**src/rtl/btnclass_pkg.sv**
```systemverilog
package btnclass_pkg;

    // taps that complete one multi-tap gesture
    localparam int unsigned TAPS_FOR_GESTURE = 3;
    localparam int unsigned TAP_W = $clog2(TAPS_FOR_GESTURE);

    localparam int unsigned TIME_W = 32;
    localparam int unsigned CFG_W = 16;
    localparam int unsigned CFG_IDX_W = 2;

    // register reset values
    localparam logic [CFG_W-1:0] HOLD_THRESHOLD_RST = 16'd3000;
    localparam logic [CFG_W-1:0] TAP_TIMEOUT_RST = 16'd1500;
    localparam logic HOLD_ENABLE_RST = 1'b1;

    typedef enum logic [CFG_IDX_W-1:0] {
        CFG_HOLD_THRESHOLD = 2'd0,
        CFG_TAP_TIMEOUT = 2'd1,
        CFG_HOLD_ENABLE = 2'd2
    } cfg_reg_t;

    typedef enum logic [2:0] {
        EVT_NONE = 3'd0,
        EVT_TAP = 3'd1,
        EVT_LONG = 3'd2,
        EVT_TRIPLE = 3'd3,
        EVT_TIMEOUT = 3'd4
    } gesture_t;

    typedef logic [TAP_W-1:0] tap_cnt_t;

    // held count as shown on the output, saturating at 3
    function automatic logic [1:0] shown_taps(tap_cnt_t cnt);
        logic [3:0] wide;
        wide = 4'(cnt);
        if (wide > 4'd3) begin
            return 2'd3;
        end
        return wide[1:0];
    endfunction

endpackage

```
**src/rtl/button_tap_hold_classifier.sv**
```systemverilog
// Button tap / long-press classifier. Each sample transaction carries the
// button level and a free-running millisecond timestamp; every sample gives
// exactly one event transaction (none, tap, long press, triple tap or tap
// timeout) together with the tap count still pending. A release that was held
// at least the hold threshold reports a long press when hold_enable is set,
// otherwise it counts a tap; the third tap reports a triple tap, and a pending
// count with no new tap for more than tap_timeout_ms clears with a timeout.
// All time differences wrap modulo 2^32. Throughput is one sample per clock
// while events are not stalled; a sample goes from the input register
// through the classify logic into the result register, which holds its event
// and updates the gesture state. Registers go through the always-ready cfg
// port; the user must write them with no sample in flight (not enforced).
module button_tap_hold_classifier (
    input  logic                                   clk,
    input  logic                                   rst_n,
    // sample channel
    input  logic                                   sample_valid,
    output logic                                   sample_stall,
    input  logic                                   button_pressed,
    input  logic [btnclass_pkg::TIME_W-1:0]        now_ms,
    // event channel
    output logic                                   event_valid,
    input  logic                                   event_stall,
    output logic [2:0]                             gesture_event,
    output logic [1:0]                             pending_taps,
    // register write channel
    input  logic                                   cfg_valid,
    output logic                                   cfg_ready,
    input  logic [btnclass_pkg::CFG_IDX_W-1:0]     cfg_index,
    input  logic [btnclass_pkg::CFG_W-1:0]         cfg_data
);

    // configuration registers
    logic [btnclass_pkg::CFG_W-1:0] hold_threshold_reg;
    logic [btnclass_pkg::CFG_W-1:0] tap_timeout_reg;
    logic                           hold_enable_reg;

    // input stage
    logic                            in_valid_reg;
    logic                            in_level_reg;
    logic [btnclass_pkg::TIME_W-1:0] in_now_reg;

    // gesture state
    logic                            was_pressed_reg;
    logic                            was_pressed_next;
    logic [btnclass_pkg::TIME_W-1:0] press_start_reg;
    logic [btnclass_pkg::TIME_W-1:0] press_start_next;
    btnclass_pkg::tap_cnt_t          tap_count_reg;
    btnclass_pkg::tap_cnt_t          tap_count_next;
    logic [btnclass_pkg::TIME_W-1:0] last_tap_reg;
    logic [btnclass_pkg::TIME_W-1:0] last_tap_next;

    // result stage
    logic                            out_valid_reg;
    btnclass_pkg::gesture_t          evt_reg;
    btnclass_pkg::gesture_t          evt_next;
    logic [1:0]                      shown_reg;
    logic [1:0]                      shown_next;

    // pipeline control
    logic out_free;
    logic in_move;
    logic sample_take;

    // datapath
    logic [btnclass_pkg::TIME_W-1:0] held_ms;
    logic [btnclass_pkg::TIME_W-1:0] idle_ms;
    logic [btnclass_pkg::TAP_W:0]    tap_inc;
    logic                            press_edge;
    logic                            release_edge;

    // result register frees up when empty or its transaction completes
    assign out_free = !out_valid_reg || !event_stall;
    assign in_move = in_valid_reg && out_free;
    // input register takes a sample whenever it is empty or draining
    assign sample_stall = in_valid_reg && !out_free;
    assign sample_take = sample_valid && !sample_stall;

    assign event_valid = out_valid_reg;
    assign gesture_event = evt_reg;
    assign pending_taps = shown_reg;
    assign cfg_ready = 1'b1;

    // register writes, unknown index ignored
    always_ff @(posedge clk or negedge rst_n)
    begin
        if (!rst_n)
        begin
            hold_threshold_reg <= btnclass_pkg::HOLD_THRESHOLD_RST;
            tap_timeout_reg <= btnclass_pkg::TAP_TIMEOUT_RST;
            hold_enable_reg <= btnclass_pkg::HOLD_ENABLE_RST;
        end
        else if (cfg_valid && cfg_ready)
        begin
            case (cfg_index)
                btnclass_pkg::CFG_HOLD_THRESHOLD: hold_threshold_reg <= cfg_data;
                btnclass_pkg::CFG_TAP_TIMEOUT: tap_timeout_reg <= cfg_data;
                btnclass_pkg::CFG_HOLD_ENABLE: hold_enable_reg <= cfg_data[0];
                default: ;
            endcase
        end
    end

    // input register
    always_ff @(posedge clk or negedge rst_n)
    begin
        if (!rst_n)
        begin
            in_valid_reg <= 1'b0;
        end
        else if (sample_take)
        begin
            in_valid_reg <= 1'b1;
        end
        else if (in_move)
        begin
            in_valid_reg <= 1'b0;
        end
    end

    always_ff @(posedge clk)
    begin
        if (sample_take)
        begin
            in_level_reg <= button_pressed;
            in_now_reg <= now_ms;
        end
    end

    assign press_edge = in_level_reg && !was_pressed_reg;
    assign release_edge = !in_level_reg && was_pressed_reg;
    // both differences wrap modulo 2^32
    assign held_ms = in_now_reg - press_start_reg;
    assign idle_ms = in_now_reg - last_tap_reg;
    assign tap_inc = {1'b0, tap_count_reg} + 1'b1;

    // classify one sample
    always_comb
    begin
        was_pressed_next = in_level_reg;
        press_start_next = press_start_reg;
        tap_count_next = tap_count_reg;
        last_tap_next = last_tap_reg;
        evt_next = btnclass_pkg::EVT_NONE;

        if (press_edge)
        begin
            press_start_next = in_now_reg;
        end

        if (release_edge)
        begin
            if (hold_enable_reg && held_ms >= 32'(hold_threshold_reg))
            begin
                // long press cancels any tap sequence
                evt_next = btnclass_pkg::EVT_LONG;
                tap_count_next = '0;
                last_tap_next = '0;
            end
            else
            begin
                last_tap_next = in_now_reg;
                if (tap_inc >= (btnclass_pkg::TAP_W + 1)'(btnclass_pkg::TAPS_FOR_GESTURE))
                begin
                    evt_next = btnclass_pkg::EVT_TRIPLE;
                    tap_count_next = '0;
                end
                else
                begin
                    evt_next = btnclass_pkg::EVT_TAP;
                    tap_count_next = tap_inc[btnclass_pkg::TAP_W-1:0];
                end
            end
        end
        else if (tap_count_reg != '0 && idle_ms > 32'(tap_timeout_reg))
        begin
            // a tap on this sample leaves zero idle time, so only a
            // sample without a release can time out
            evt_next = btnclass_pkg::EVT_TIMEOUT;
            tap_count_next = '0;
        end

        shown_next = btnclass_pkg::shown_taps(tap_count_next);
    end

    // gesture state and result register
    always_ff @(posedge clk or negedge rst_n)
    begin
        if (!rst_n)
        begin
            out_valid_reg <= 1'b0;
            was_pressed_reg <= 1'b0;
            press_start_reg <= '0;
            tap_count_reg <= '0;
            last_tap_reg <= '0;
        end
        else if (out_free)
        begin
            out_valid_reg <= in_valid_reg;
            if (in_valid_reg)
            begin
                was_pressed_reg <= was_pressed_next;
                press_start_reg <= press_start_next;
                tap_count_reg <= tap_count_next;
                last_tap_reg <= last_tap_next;
            end
        end
    end

    always_ff @(posedge clk)
    begin
        if (in_move)
        begin
            evt_reg <= evt_next;
            shown_reg <= shown_next;
        end
    end

endmodule
```
**config.mk**
```make
export PLATFORM = sky130hd
export DESIGN_NAME = button_tap_hold_classifier
export DESIGN_NICKNAME = d
export VERILOG_FILES = /design/src/rtl/btnclass_pkg.sv /design/src/rtl/button_tap_hold_classifier.sv
export SDC_FILE = /design/constraint.sdc
export NUM_CORES = 1
export LEC_CHECK = 0
export BUFFER_PORTS_ARGS = -buffer_cell sky130_fd_sc_hd__buf_4
export CAP_MARGIN = 20
export CORE_AREA = 4 4 244 151
export CTS_BUF_LIST = sky130_fd_sc_hd__clkbuf_4 sky130_fd_sc_hd__clkbuf_8
export CTS_CLUSTER_DIAMETER = 200
export DETAILED_ROUTE_END_ITERATION = 8
export DIE_AREA = 0 0 248 155
export SLEW_MARGIN = 0
export SYNTH_ARGS = -nofsm -noshare
export SYNTH_HDL_FRONTEND = slang
export SYNTH_SLANG_ARGS = --single-unit
```
**constraint.sdc**
```tcl
create_clock -name clk -period 6.8 [get_ports clk]
set_input_delay 0.34 -clock clk [delete_from_list [all_inputs] [get_ports clk]]
set_output_delay 0.34 -clock clk [all_outputs]
set_load 0.01 [all_outputs]
```
Yosys cells after proc, flatten, opt, wreduce, memory -nomap -nowiden. Cells that the tools add are included.

Register bits after elaboration: 140. Input port bits: 56. Output and inout bits: 8. Word-level logic and storage cells: 55.

$add $sub $neg: 3. $lt $le $gt $ge: 3. Equal/unequal tests: 2. Muxes and demuxes: 11. Reductions and logical operators: 23.

Operator list (number): $sub 32x32->32 (2); $ge 32x16->1 (1); $gt 32x16->1 (1); $mux 32 (1); $mux 2 (6); $reduce_and 2->1 (4); $logic_and 1x1->1 (7); $logic_not 1->1 (6); $mux 3 (2); $reduce_and 3->1 (2); $reduce_bool 2->1 (2); $add 2x1->3 const B (1); $ge 3x2->1 const B (1); $eq 2x1->1 const B (1); $eq 2x2->1 const B (1); $logic_not 2->1 (1); $mux 1 (2); $logic_or 1x1->1 (1).

Logic depth before layout (Yosys ltp). Gate-level depths: netlist (run 1).

Depth after elaboration: 7. Gate-level depth with buffers: 21. Gate-level depth less buffers: 20.

Worst setup path before layout (run 1). No wires, ideal clock.

Path type: register to register. Start: register in_now_reg[4] (netlist bit). End: register evt_reg[1] (netlist: gesture_event[1]), data pin. Setup time: 254 ps. Arrival: 4004 ps. Required time: 6546 ps. Slack: 2542 ps. Stages on the path, launching flop included: 19. Period minus slack after synthesis: 4258 ps. Cells stage by stage: edfxtp_1 ha_1 a21o_1 a31o_2 nor2_1 o21ai_0 a221o_1 xor2_1 ha_1 a21oi_1 o21a_1 o32ai_1 nor4_1 o311ai_0 nor4_1 nand4_1 nor2_2 a31oi_4 o21a_1.

Cells in the longest elaborated chain, start to end: 5.

RTL lines: from (decl) (line button_tap_hold_classifier.sv:41) `logic [btnclass_pkg::TIME_W-1:0] in_now_reg;`; from (signal assigned) (line button_tap_hold_classifier.sv:126) `in_now_reg <= now_ms;`; $sub 32x32->32 (line button_tap_hold_classifier.sv:133) `assign held_ms = in_now_reg - press_start_reg;`; $ge 32x16->1 (line button_tap_hold_classifier.sv:153) `if (hold_enable_reg && held_ms >= 32'(hold_threshold_reg))`; $logic_and 1x1->1 (line button_tap_hold_classifier.sv:153); $mux 2 (line button_tap_hold_classifier.sv:153); $mux 3 (line button_tap_hold_classifier.sv:151) `if (release_edge)`; to (signal assigned) (line button_tap_hold_classifier.sv:214) `evt_reg <= evt_next;`; to (decl) (line button_tap_hold_classifier.sv:55) `btnclass_pkg::gesture_t evt_reg;`.

No other way between the ends. A chain may end at the register's enable or synchronous reset.

Worst setup path in the final report (run 1). Same ends and word-level chain as after synthesis.

==> flow_metrics.py, run 1 <==
metrics = {
    "floorplanning": {
        "ios": 64,
        "core-area_sq_mm": 0.03455,
        "die_area_sq_mm": 0.03844,
        "die_h_um": 155,
        "initial_core_util": 0.2960,
        "rows": 53,
        "dieWidth_um": 248,
    },
    "global_routing": {
        "antenna_found_initial": 1,
        "track_usage": 0.1461,
        "grt-busiest-layer": "met1",
        "grtUsageMet1": 0.2254,
        "met2_usage": 0.2173,
        "grt-ovfl-total": 0,
        "grt_pass1_vias": 7951,
        "grt_pass1_wl_um": 44530,
        "grt_max_degree": 63,
        "use_met3": 0.02343,
    },
    "final_layout": {
        "final_cell_count_no_fill": 1612,
        "antenna_cells": 0,
        "drive_above_1_share": 0.1930,
        "n_fill_cell": 3526,
        "fin_nets": 1284,
        "synthToLayoutAreaGrowth_pct": 13.18,
    },
    "clock_tree": {
        "cts_buffer_depth": 2,
        "cts_sinks": 140,
        "cts_tree": "yes",
        "root_buffer": "clkbuf_8",
        "htree_levels": 4,
        "clock_latency_ns": 0.45,
        "clk_pin_slew_ns": 0.09,
        "cts_made_buffers": 17,
    },
    "synth": {
        "synthFlopType": "dfrtp_1",
        "synth_nets": 1235,
        "netlist_instances": 1083,
        "synth.distinct_cells": 85,
        "yosysTopAreaCell": "dfrtp_1",
        "async_flop_share": 0.7286,
        "avgSynthCellArea_sq_um": 9.443,
        "post_synth_main_area_contributors": "dfrtp_1 (21%), ha_1 (11%), edfxtp_1 (11%)",
        "yosysSeqAreaShare": 0.3630,
        "yosys_register_bits": 140,
        "synth_edf_count": 38,
        "yosysWarnings": 0,
        "synth_top_area_share": 0.2129,
        "syn_area_sq_mm": 0.01023,
    },
    "sta": {
        "fin_crit_sh": 0.7772,
        "clock.fmax_mhz": 189.2,
        "final_max_slew_viol_count": 0,
        "rsz0062_at_grt": "false",
        "maxSlewHeadroom": 0.4726,
        "fin_crit_ns": 5.285,
        "finalSetupViolCount": 0,
        "worst_slew_pin_slew_ns": 0.7910,
        "final.setup.tns_ns": 0,
        "hold_viol": 0,
        "fin_worst_skew_ns": 0.01600,
        "worst_hold_slack_ns": 0.05770,
    },
    "routing": {
        "drt_pre_antenna_iters": 7,
        "drt-total-wl_um": 27960,
        "drtIter0Drc": 811,
        "viasPerCell": 5.199,
        "vias": 8380,
        "ant_nets": 0,
        "route.detailed.drc": 0,
        "drt-wirelength-per-cell_um": 17.34,
    },
    "setup_path": {
        "max_stage_delay_ns": 0.47,
        "r2r-start": "in_now_reg[4]$_DFFE_PP_",
        "rr_endpoint": "gesture_event[1]$_SDFFCE_PN0P_",
        "critical_path.cell_chain": "ha_1, a21o_1, a31o_2, nor2_1, o21ai_0, a221o_1, a31oi_1, xnor2_1, ha_1, nand4_1, o32ai_1, nor4_1, o311ai_0, nor4_1, nand4_1, nor2_2, a31oi_4, buf_4, o21a_1",
        "path_depth": 19,
        "rrSetupSlack_ns": 1.52,
        "critPathArrivalTime_ns": 5.50,
        "cp-end-kind": "flop",
        "critPathMaxFanout": 33,
        "path_delay_family": "compound AO/OA/AOI/OAI gates",
        "critPathRequiredTime_ns": 7.01,
        "slowest_stage": "edfxtp_1",
        "rr_worst_depth": 19,
        "crit_type": "reg -> reg",
        "start_kind": "flop",
        "path_buf_inv": 1,
    },
    "worst_hold_path": {
        "holdPathEnd": "in_now_reg[10]$_DFFE_PP_",
        "min-delay-start": "now_ms[10]",
        "hold_depth": 1,
        "min_path_type": "in -> reg",
    },
    "power": {
        "leakagePower_nw": 4.971,
        "vdd_drop_max_v": 0.0001386,
        "totalPowerFinal_mw": 4.378,
        "power_density_mw_per_mm2": 378.3,
    },
    "place": {
        "dp.cells": 1579,
        "hpwl_um": 22090,
        "portBuffers": 62,
        "routabilityCongestion": 0.8905,
    },
    "status": {
        "outcome": "completed",
    },
    "run": {
        "cap_viol_max_count": 0,
    },
}
[metal layers]
layer,part of all wire,vias up
met4,0.0092,0
met3,0.057,17
met2,0.43,240
li1,-,4030
met1,0.51,4093
met5,0,-
[timing repair]
item                      CTS  global route
setup buffers               0             0
hold buffers                1             0
gates resized for setup     0             0
hold endpoints to repair   47             0
[placed cells by master (no fill, tap or decap), types with 17 or more instances in the layout]
| cell | n |
|---|---|
| o21ai_0 | 58 |
| nand3_1 | 17 |
| edfxtp_1 | 38 |
| nand4_1 | 21 |
| dfrtp_1 | 87 |
| o22ai_2 | 30 |
| clkbuf_8 | 17 |
| nor2_1 | 43 |
| nand2_1 | 119 |
| buf_4 | 68 |
| xnor2_1 | 23 |
| inv_1 | 107 |
| mux2_2 | 49 |
| ha_1 | 94 |
| a21oi_1 | 72 |
| a21o_1 | 30 |
[worst reg2reg max path, cell delays in order (launching register included)]
cell and delay [ns]:
edfxtp_1 0.47, ha_1 0.42, a21o_1 0.24, a31o_2 0.24, nor2_1 0.23, o21ai_0 0.23, a221o_1 0.41, a31oi_1 0.19
xnor2_1 0.15, ha_1 0.26, nand4_1 0.13, o32ai_1 0.10, nor4_1 0.29, o311ai_0 0.20, nor4_1 0.38, nand4_1 0.25
nor2_2 0.21, a31oi_4 0.09, buf_4 0.32, o21a_1 0.25
[cell type report]
| cell class | count | area, sq um | area share |
|---|---|---|---|
| Clock inverter | 15 | 188.9 | 0.01632 |
| Clock buffer | 17 | 234.0 | 0.02021 |
| Tap cell | 467 | 584.3 | 0.05048 |
| Sequential cell | 140 | 3712 | 0.3207 |
| Multi-Input combinational cell | 797 | 5933 | 0.5126 |
| Timing Repair Buffer | 69 | 520.5 | 0.04497 |
| Inverter | 107 | 401.6 | 0.03470 |
[cells by family after synthesis]
group / Yosys count / share of synthesized area
other: 1 / 0.0003667
flip-flops: 140 / 0.3630
buffers and inverters: 146 / 0.05811
adder cells (fa/ha/maj): 96 / 0.1189
AND/OR/NAND/NOR: 286 / 0.1351
XOR/XNOR: 40 / 0.03499
AO/OA/AOI/OAI: 319 / 0.2296
multiplexers: 55 / 0.05995
[worst max-delay path by stage]
stage | startpoint | end
final | in_now_reg[4]$_DFFE_PP_ | gesture_event[1]$_SDFFCE_PN0P_
after floorplan | in_now_reg[4]$_DFFE_PP_ | gesture_event[1]$_SDFFCE_PN0P_
after detailed placement | in_now_reg[4]$_DFFE_PP_ | gesture_event[1]$_SDFFCE_PN0P_
after CTS | in_now_reg[4]$_DFFE_PP_ | gesture_event[1]$_SDFFCE_PN0P_
after global routing | in_now_reg[4]$_DFFE_PP_ | gesture_event[1]$_SDFFCE_PN0P_
after global placement | in_now_reg[4]$_DFFE_PP_ | gesture_event[1]$_SDFFCE_PN0P_
[stage by stage]
| stage | instance area [sq um] | utilization | setup slack, ns |
|---|---|---|---|
| after floorplan | 10230 | - | 2.542 |
| after global placement | 11140 | 0.3225 | 1.753 |
| after detailed placement | 11140 | 0.3225 | 1.661 |
| after CTS | 11570 | 0.3350 | 1.623 |
| after global routing | 11570 | 0.3350 | 1.114 |
| final | 11570 | 0.3350 | 1.515 |
[where the power goes]
group          switching, mW  internal, mW  total (mW)
logic                   1.45          1.03        2.48
registers             0.0990          1.07        1.17
clock network          0.384         0.347       0.732
[Yosys cell counts (16+ instances only)]
master / number
nand2_1: 119
inv_1: 107
ha_1: 94
dfrtp_1: 87
a21oi_1: 72
o21ai_0: 58
mux2_2: 49
nor2_1: 44
edfxtp_1: 38
a21o_1: 30
o22ai_2: 30
clkbuf_1: 24
xnor2_1: 23
nand4_1: 21
nand3_1: 17
nor3_1: 16
o21a_1: 16
xor2_1: 16
Note: power is estimated with default switching activity, not from simulation.
==> run 2, diff against run 1 <==
==> constraint.sdc (replaced) <==
create_clock -name clk -period 4.5 [get_ports clk]
set_input_delay 0.225 -clock clk [delete_from_list [all_inputs] [get_ports clk]]
set_output_delay 0.225 -clock clk [all_outputs]
set_load 0.01 [all_outputs]
==> run 2 against run 1 <==
The flow now finishes with violations (setup timing). Utilization grew 2.8 points. Combinational power grew 65%. Register-to-register slack lost 1.6 ns. Non-clock buffer count grew 94. Sequential power grew 50%. Cell count grew 5.9%. First-iteration DRC count shrank 3.0%. Global-route usage grew 0.69 points. Largest power group unchanged.
==> flow_metrics.py, run 2 (synthesized netlist as in run 1, its figures left out) <==
metrics = {
    "routing": {
        "ant_nets": 0,
        "drt_pre_antenna_iters": 5,
        "drtIter0Drc": 787,
        "route.detailed.drc": 0,
        "drt-total-wl_um": 29720,
        "vias": 8704,
        "viasPerCell": 5.099,
        "drt-wirelength-per-cell_um": 17.41,
    },
    "status": {
        "outcome": "finished with violations",
        "violations": "setup timing",
    },
    "place": {
        "routabilityCongestion": 0.9019,
        "hpwl_um": 22980,
        "placed_area_sq_mm": 0.01142,
        "portBuffers": 62,
    },
    "clock_tree": {
        "clock_latency_ns": 0.45,
        "cts_tree": "yes",
        "cts_buffer_depth": 2,
        "cts_made_buffers": 17,
        "clk_pin_slew_ns": 0.09,
        "htree_levels": 4,
        "cts_sinks": 140,
        "root_buffer": "clkbuf_8",
    },
    "setup_path": {
        "start_kind": "flop",
        "critPathArrivalTime_ns": 4.77,
        "cp-end-kind": "flop",
        "critPathMaxFanout": 6,
        "crit_type": "reg -> reg",
        "critPathRequiredTime_ns": 4.71,
    },
    "final_layout": {
        "drive_above_1_share": 0.2437,
        "multi_input_area_sq_mm": 0.006050,
        "layout_common_cells": "nand2_1 (119), buf_4 (117), inv_1 (105)",
        "synthToLayoutAreaGrowth_pct": 22.62,
        "regArea_sq_mm": 0.003712,
        "fin_nets": 1378,
        "final_design_area_no_fill_sq_mm": 0.01254,
        "final_common_cell": "nand2_1",
        "n_fill_cell": 3469,
    },
    "floorplanning": {
        "initial_core_util": 0.2960,
        "core-area_sq_mm": 0.03455,
        "dieWidth_um": 248,
        "rows": 53,
        "ios": 64,
        "die_area_sq_mm": 0.03844,
        "die_h_um": 155,
    },
    "sta": {
        "finalSetupViolCount": 21,
        "worst_hold_slack_ns": 0.03419,
        "maxSlewHeadroom": 0.3400,
        "setup_ws_ns": -0.06196,
        "hold_viol": 0,
        "clock.fmax_mhz": 219.2,
        "fin_crit_sh": 1.014,
        "worst_slew_pin_slew_ns": 0.9900,
        "fin_worst_skew_ns": 0.01653,
        "rsz0062_at_grt": "true",
        "final_max_slew_viol_count": 0,
        "fin_crit_ns": 4.562,
    },
    "global_routing": {
        "grt-ovfl-total": 0,
        "antenna_found_initial": 1,
        "grt_max_degree": 70,
        "grt_pass1_vias": 8328,
        "grt_pass1_wl_um": 46110,
        "track_usage": 0.1529,
    },
    "power": {
        "power_density_mw_per_mm2": 555.7,
        "vdd_drop_max_v": 0.0002191,
        "leakagePower_nw": 5.419,
        "totalPowerFinal_mw": 6.969,
    },
    "worst_hold_path": {
        "min_path_type": "in -> reg",
    },
    "run": {
        "cap_viol_max_count": 0,
    },
}
-- run 2: changes by cell type in the layout (fill, tap and decap cells not counted), moves of 3 or more --
cell and change:
nor2_2 +3, inv_8 -5, clkbuf_8 +3, dlygate4sd3_1 +41, ha_2 +4, a21oi_1 -5
nor2_1 -3, buf_4 +49, o21ai_0 -4, a21oi_2 +5, clkinv_4 +3, ha_1 -6
-- run 2: metrics by stage --
step                      utilization  TNS [ns]  cells  worst slack, ns
after global routing           0.3629    -6.145   1706          -0.2210
after CTS                      0.3585         0   1696          0.01257
after global placement         0.3301    -2.436   1614          -0.1386
final                          0.3630   -0.2616   1707         -0.06196
after detailed placement       0.3307    -4.852   1615          -0.1857
after floorplan                     -         0   1083           0.2419
-- run 2: routing by layer --
metal  vias up  share of wire  global-route usage
met5         -              0                   0
met4         0          0.012             0.02764
met3        27          0.050             0.02705
met2       221           0.42              0.2241
met1      4238           0.51              0.2360
li1       4218              -                   -
-- run 2: area by class of cell --
| type | instances | share of cell area |
|---|---|---|
| Clock inverter | 12 | 0.01267 |
| Antenna cell | 1 | 0.0001995 |
| Timing Repair Buffer | 163 | 0.1082 |
| Inverter | 107 | 0.03203 |
| Clock buffer | 20 | 0.02195 |
| Multi-Input combinational cell | 797 | 0.4824 |
| Sequential cell | 140 | 0.2960 |
| Tap cell | 467 | 0.04659 |
-- run 2: what timing repair did --
item                       in CTS  in global routing
hold buffers                   42                  0
hold endpoints to repair      106                  0
setup buffers                   6                 10
gates resized for setup        18                 23
gates cloned                    1                  0
setup endpoints to repair      39                 39
pin swaps                      19                 12
-- run 2: path summary, 6_finish.rpt --
kind	endpoint	start	slack, ns	depth (start not counted)
hold / removal	tap_timeout_reg[10]$_DFFE_PN1P_	cfg_data[10]	0.03	2
setup reg to reg	gesture_event[1]$_SDFFCE_PN0P_	press_start_reg[0]$_DFFE_PN0P_	-0.06	19
max in group asynchronous	hold_threshold_reg[9]$_DFFE_PN1P_	rst_n	2.95	3
hold reg to reg	event_valid$_DFFE_PN0P_	in_valid_reg$_DFFE_PN0P_	0.50	1
setup / recovery	gesture_event[1]$_SDFFCE_PN0P_	press_start_reg[0]$_DFFE_PN0P_	-0.06	19
min in group asynchronous	press_start_reg[22]$_DFFE_PN0P_	rst_n	0.46	2
-- run 2: power by group --
| part | leakage [nW] | internal [mW] | total [mW] | switching (mW) |
|---|---|---|---|---|
| clock | 0.224 | 0.600 | 1.13 | 0.534 |
| combinational | 3.61 | 1.77 | 4.08 | 2.30 |
| sequential | 1.59 | 1.61 | 1.76 | 0.145 |
| total | 5.42 | 3.99 | 6.97 | 2.98 |
-- run 2: worst max-delay path: stages, from the launching register on --
cell and delay, ns:
dfrtp_1 0.42, ha_4 0.18, fa_2 0.34, and2b_2 0.26
o2111ai_4 0.12, a21oi_2 0.18, nor2_2 0.06, o31ai_2 0.22
xor2_1 0.28, ha_1 0.32, a21oi_2 0.16, nand2_1 0.08
o2bb2ai_1 0.12, nor4_1 0.29, o311ai_1 0.16, nor4_2 0.29
nand4_1 0.23, nor2_2 0.22, a31oi_4 0.18, o21a_1 0.24
==> run 3, diff against run 2 <==
--- a/config.mk
+++ b/config.mk
@@ -7,11 +7,12 @@
 export LEC_CHECK = 0
 export BUFFER_PORTS_ARGS = -buffer_cell sky130_fd_sc_hd__buf_4
 export CAP_MARGIN = 20
-export CORE_AREA = 4 4 244 151
+export CORE_AREA = 4 4 190 118
 export CTS_BUF_LIST = sky130_fd_sc_hd__clkbuf_4 sky130_fd_sc_hd__clkbuf_8
 export CTS_CLUSTER_DIAMETER = 200
 export DETAILED_ROUTE_END_ITERATION = 8
-export DIE_AREA = 0 0 248 155
+export DIE_AREA = 0 0 194 122
+export PLACE_DENSITY = 0.7
 export SLEW_MARGIN = 0
 export SYNTH_ARGS = -nofsm -noshare
 export SYNTH_HDL_FRONTEND = slang
==> run 3 against run 2 <==
The run still ends with setup timing left. Via count rose by 0.97%. Global-route usage grew 8.1 points. First-iteration DRC count grew 19%. Final area shrank 2.7%. Largest power group unchanged.
==> flow_metrics.py, run 3 (synthesized netlist as in run 1, its figures left out) <==
metrics = {
    "status": {
        "outcome": "finished with violations",
        "violations": "setup timing",
    },
    "place": {
        "routabilityCongestion": 0.9363,
        "portBuffers": 62,
        "hpwl_um": 21190,
        "placed_area_sq_mm": 0.01111,
    },
    "routing": {
        "route.detailed.drc": 0,
        "ant_nets": 0,
        "drtIter0Drc": 934,
        "drt_pre_antenna_iters": 7,
        "vias": 8788,
        "drt-wirelength-per-cell_um": 18.80,
        "drt-total-wl_um": 28150,
        "viasPerCell": 5.870,
    },
    "clock_tree": {
        "cts_sinks": 140,
        "htree_levels": 4,
        "clock_latency_ns": 0.45,
        "cts_tree": "yes",
        "clk_pin_slew_ns": 0.08,
        "cts_buffer_depth": 2,
        "cts_made_buffers": 17,
        "root_buffer": "clkbuf_8",
    },
    "power": {
        "p_clk_frac": 0.160,
        "combPwrFrac": 0.583,
        "p_sw_frac": 0.4235,
        "power_density_mw_per_mm2": 563.2,
        "intPower_mw": 3.964,
        "leakagePower_nw": 5.343,
        "seqPwrFrac": 0.256,
        "vdd_drop_max_v": 0.0002038,
        "totalPowerFinal_mw": 6.875,
        "p_switching_mw": 2.911,
    },
    "global_routing": {
        "grt_pass1_vias": 8206,
        "grt_pass1_wl_um": 44100,
        "grt-ovfl-total": 0,
        "grt_max_degree": 63,
        "antenna_found_initial": 2,
        "track_usage": 0.2341,
    },
    "final_layout": {
        "fin_nets": 1357,
        "drive_above_1_share": 0.2266,
        "final_design_area_no_fill_sq_mm": 0.01221,
        "synthToLayoutAreaGrowth_pct": 19.35,
        "layout_common_cells": "nand2_1 (119), inv_1 (107), buf_4 (100)",
        "final_common_cell": "nand2_1",
        "antenna_cells": 0,
        "n_fill_cell": 1768,
        "final_core_util": 0.5890,
    },
    "setup_path": {
        "critPathArrivalTime_ns": 4.99,
        "path_buf_inv": 2,
        "max_stage_delay_ns": 0.40,
        "start_kind": "flop",
        "critical_path.cell_chain": "ha_2, fa_2, and2b_2, o2111ai_4, a21oi_2, nor2_2, o31ai_2, xor2_1, ha_1, a21oi_2, nand2_1, o2bb2ai_1, nor4_1, o311ai_1, nor4_1, nand4_1, buf_4, nor2_4, a31oi_4, buf_12, o31ai_4",
        "path_delay_family": "compound AO/OA/AOI/OAI gates",
        "crit_type": "reg -> reg",
        "critPathRequiredTime_ns": 4.86,
        "critPathMaxFanout": 6,
        "slowest_stage": "dfrtp_1",
        "cp-end-kind": "flop",
    },
    "floorplanning": {
        "rows": 41,
        "dieWidth_um": 194,
        "ios": 64,
        "initial_core_util": 0.4935,
        "core-area_sq_mm": 0.02072,
        "die_area_sq_mm": 0.02367,
        "die_h_um": 122,
    },
    "sta": {
        "fin_crit_ns": 4.629,
        "clock.fmax_mhz": 216.0,
        "hold_viol": 0,
        "rsz0062_at_grt": "true",
        "fin_crit_sh": 1.029,
        "fin_worst_skew_ns": 0.01389,
        "worst_hold_slack_ns": 0.03439,
        "finalSetupViolCount": 35,
        "maxSlewHeadroom": 0.4326,
        "setup_ws_ns": -0.1290,
        "final_max_slew_viol_count": 0,
        "worst_slew_pin_slew_ns": 0.8510,
    },
    "run": {
        "cap_viol_max_count": 0,
    },
    "worst_hold_path": {
        "min_path_type": "in -> reg",
    },
}
run 3: through the flow:
stage / setup TNS, ns / instances / setup slack (ns)
after floorplan: 0 / 1083 / 0.2419
after global placement: -0.2788 / 1416 / -0.09542
after detailed placement: -0.4454 / 1416 / -0.1099
after CTS: 0 / 1491 / 0.01133
after global routing: -8.107 / 1497 / -0.2846
final: -2.398 / 1497 / -0.1290
run 3: power groups by stage:
stage               clock (mW)  combinational, mW  sequential, mW
floorplan                    0               2.86            1.73
global placement             0               3.64            1.77
detailed placement           0               3.72            1.78
CTS                       1.12               3.81            1.75
global route              1.16               4.44            1.79
finish                    1.10               4.01            1.76
run 3: worst reg2reg max path, cell delays in order (launching register included):
cell       delay [ns]
dfrtp_1          0.40
ha_2             0.21
fa_2             0.34
and2b_2          0.25
o2111ai_4        0.14
a21oi_2          0.21
nor2_2           0.07
o31ai_2          0.28
xor2_1           0.17
ha_1             0.29
a21oi_2          0.13
nand2_1          0.06
o2bb2ai_1        0.11
nor4_1           0.28
o311ai_1         0.14
nor4_1           0.30
nand4_1          0.26
buf_4            0.23
nor2_4           0.10
a31oi_4          0.18
buf_12           0.23
o31ai_4          0.17
run 3: routing by layer:
metal | track usage | up-vias | routed length, um
met5 | 0 | - | 74
met4 | 0.04565 | 4 | 335
met3 | 0.05030 | 32 | 1947
met2 | 0.3329 | 291 | 11670
met1 | 0.3664 | 4276 | 14120
li1 | - | 4185 | -
run 3: final cells by class:
type	instances	area, sq um	share of cell area
Inverter	107	401.6	0.03290
Sequential cell	140	3712	0.3041
Clock inverter	13	173.9	0.01425
Tap cell	279	349.1	0.02860
Clock buffer	19	249.0	0.02040
Timing Repair Buffer	142	1212	0.09932
Multi-Input combinational cell	797	6108	0.5004
run 3: path summary, 6_finish.rpt:
path                                                startpoint                                 end  slack (ns)  depth (start not counted)
worst max-delay path            press_start_reg[0]$_DFFE_PN0P_         last_tap_reg[0]$_DFFE_PN0P_       -0.13                         21
worst max register to register  press_start_reg[0]$_DFFE_PN0P_         last_tap_reg[0]$_DFFE_PN0P_       -0.13                         21
min in group asynchronous                                rst_n     press_start_reg[26]$_DFFE_PN0P_        0.41                          2
worst min-delay path                              cfg_data[14]  hold_threshold_reg[14]$_DFFE_PN0P_        0.03                          3
worst min register to register    last_tap_reg[31]$_DFFE_PN0P_        last_tap_reg[31]$_DFFE_PN0P_        0.51                          2
max in group asynchronous                                rst_n      tap_timeout_reg[7]$_DFFE_PN1P_        2.99                          3
run 3: repair_timing:
| action | in CTS | in global routing |
|---|---|---|
| setup endpoints to repair | 37 | 39 |
| resized for setup | 3 | 41 |
| hold endpoints to repair | 91 | 0 |
| hold buffers | 38 | 0 |
| setup buffers | 4 | 5 |
| pin swaps | 8 | 35 |
| gates cloned | 1 | 1 |
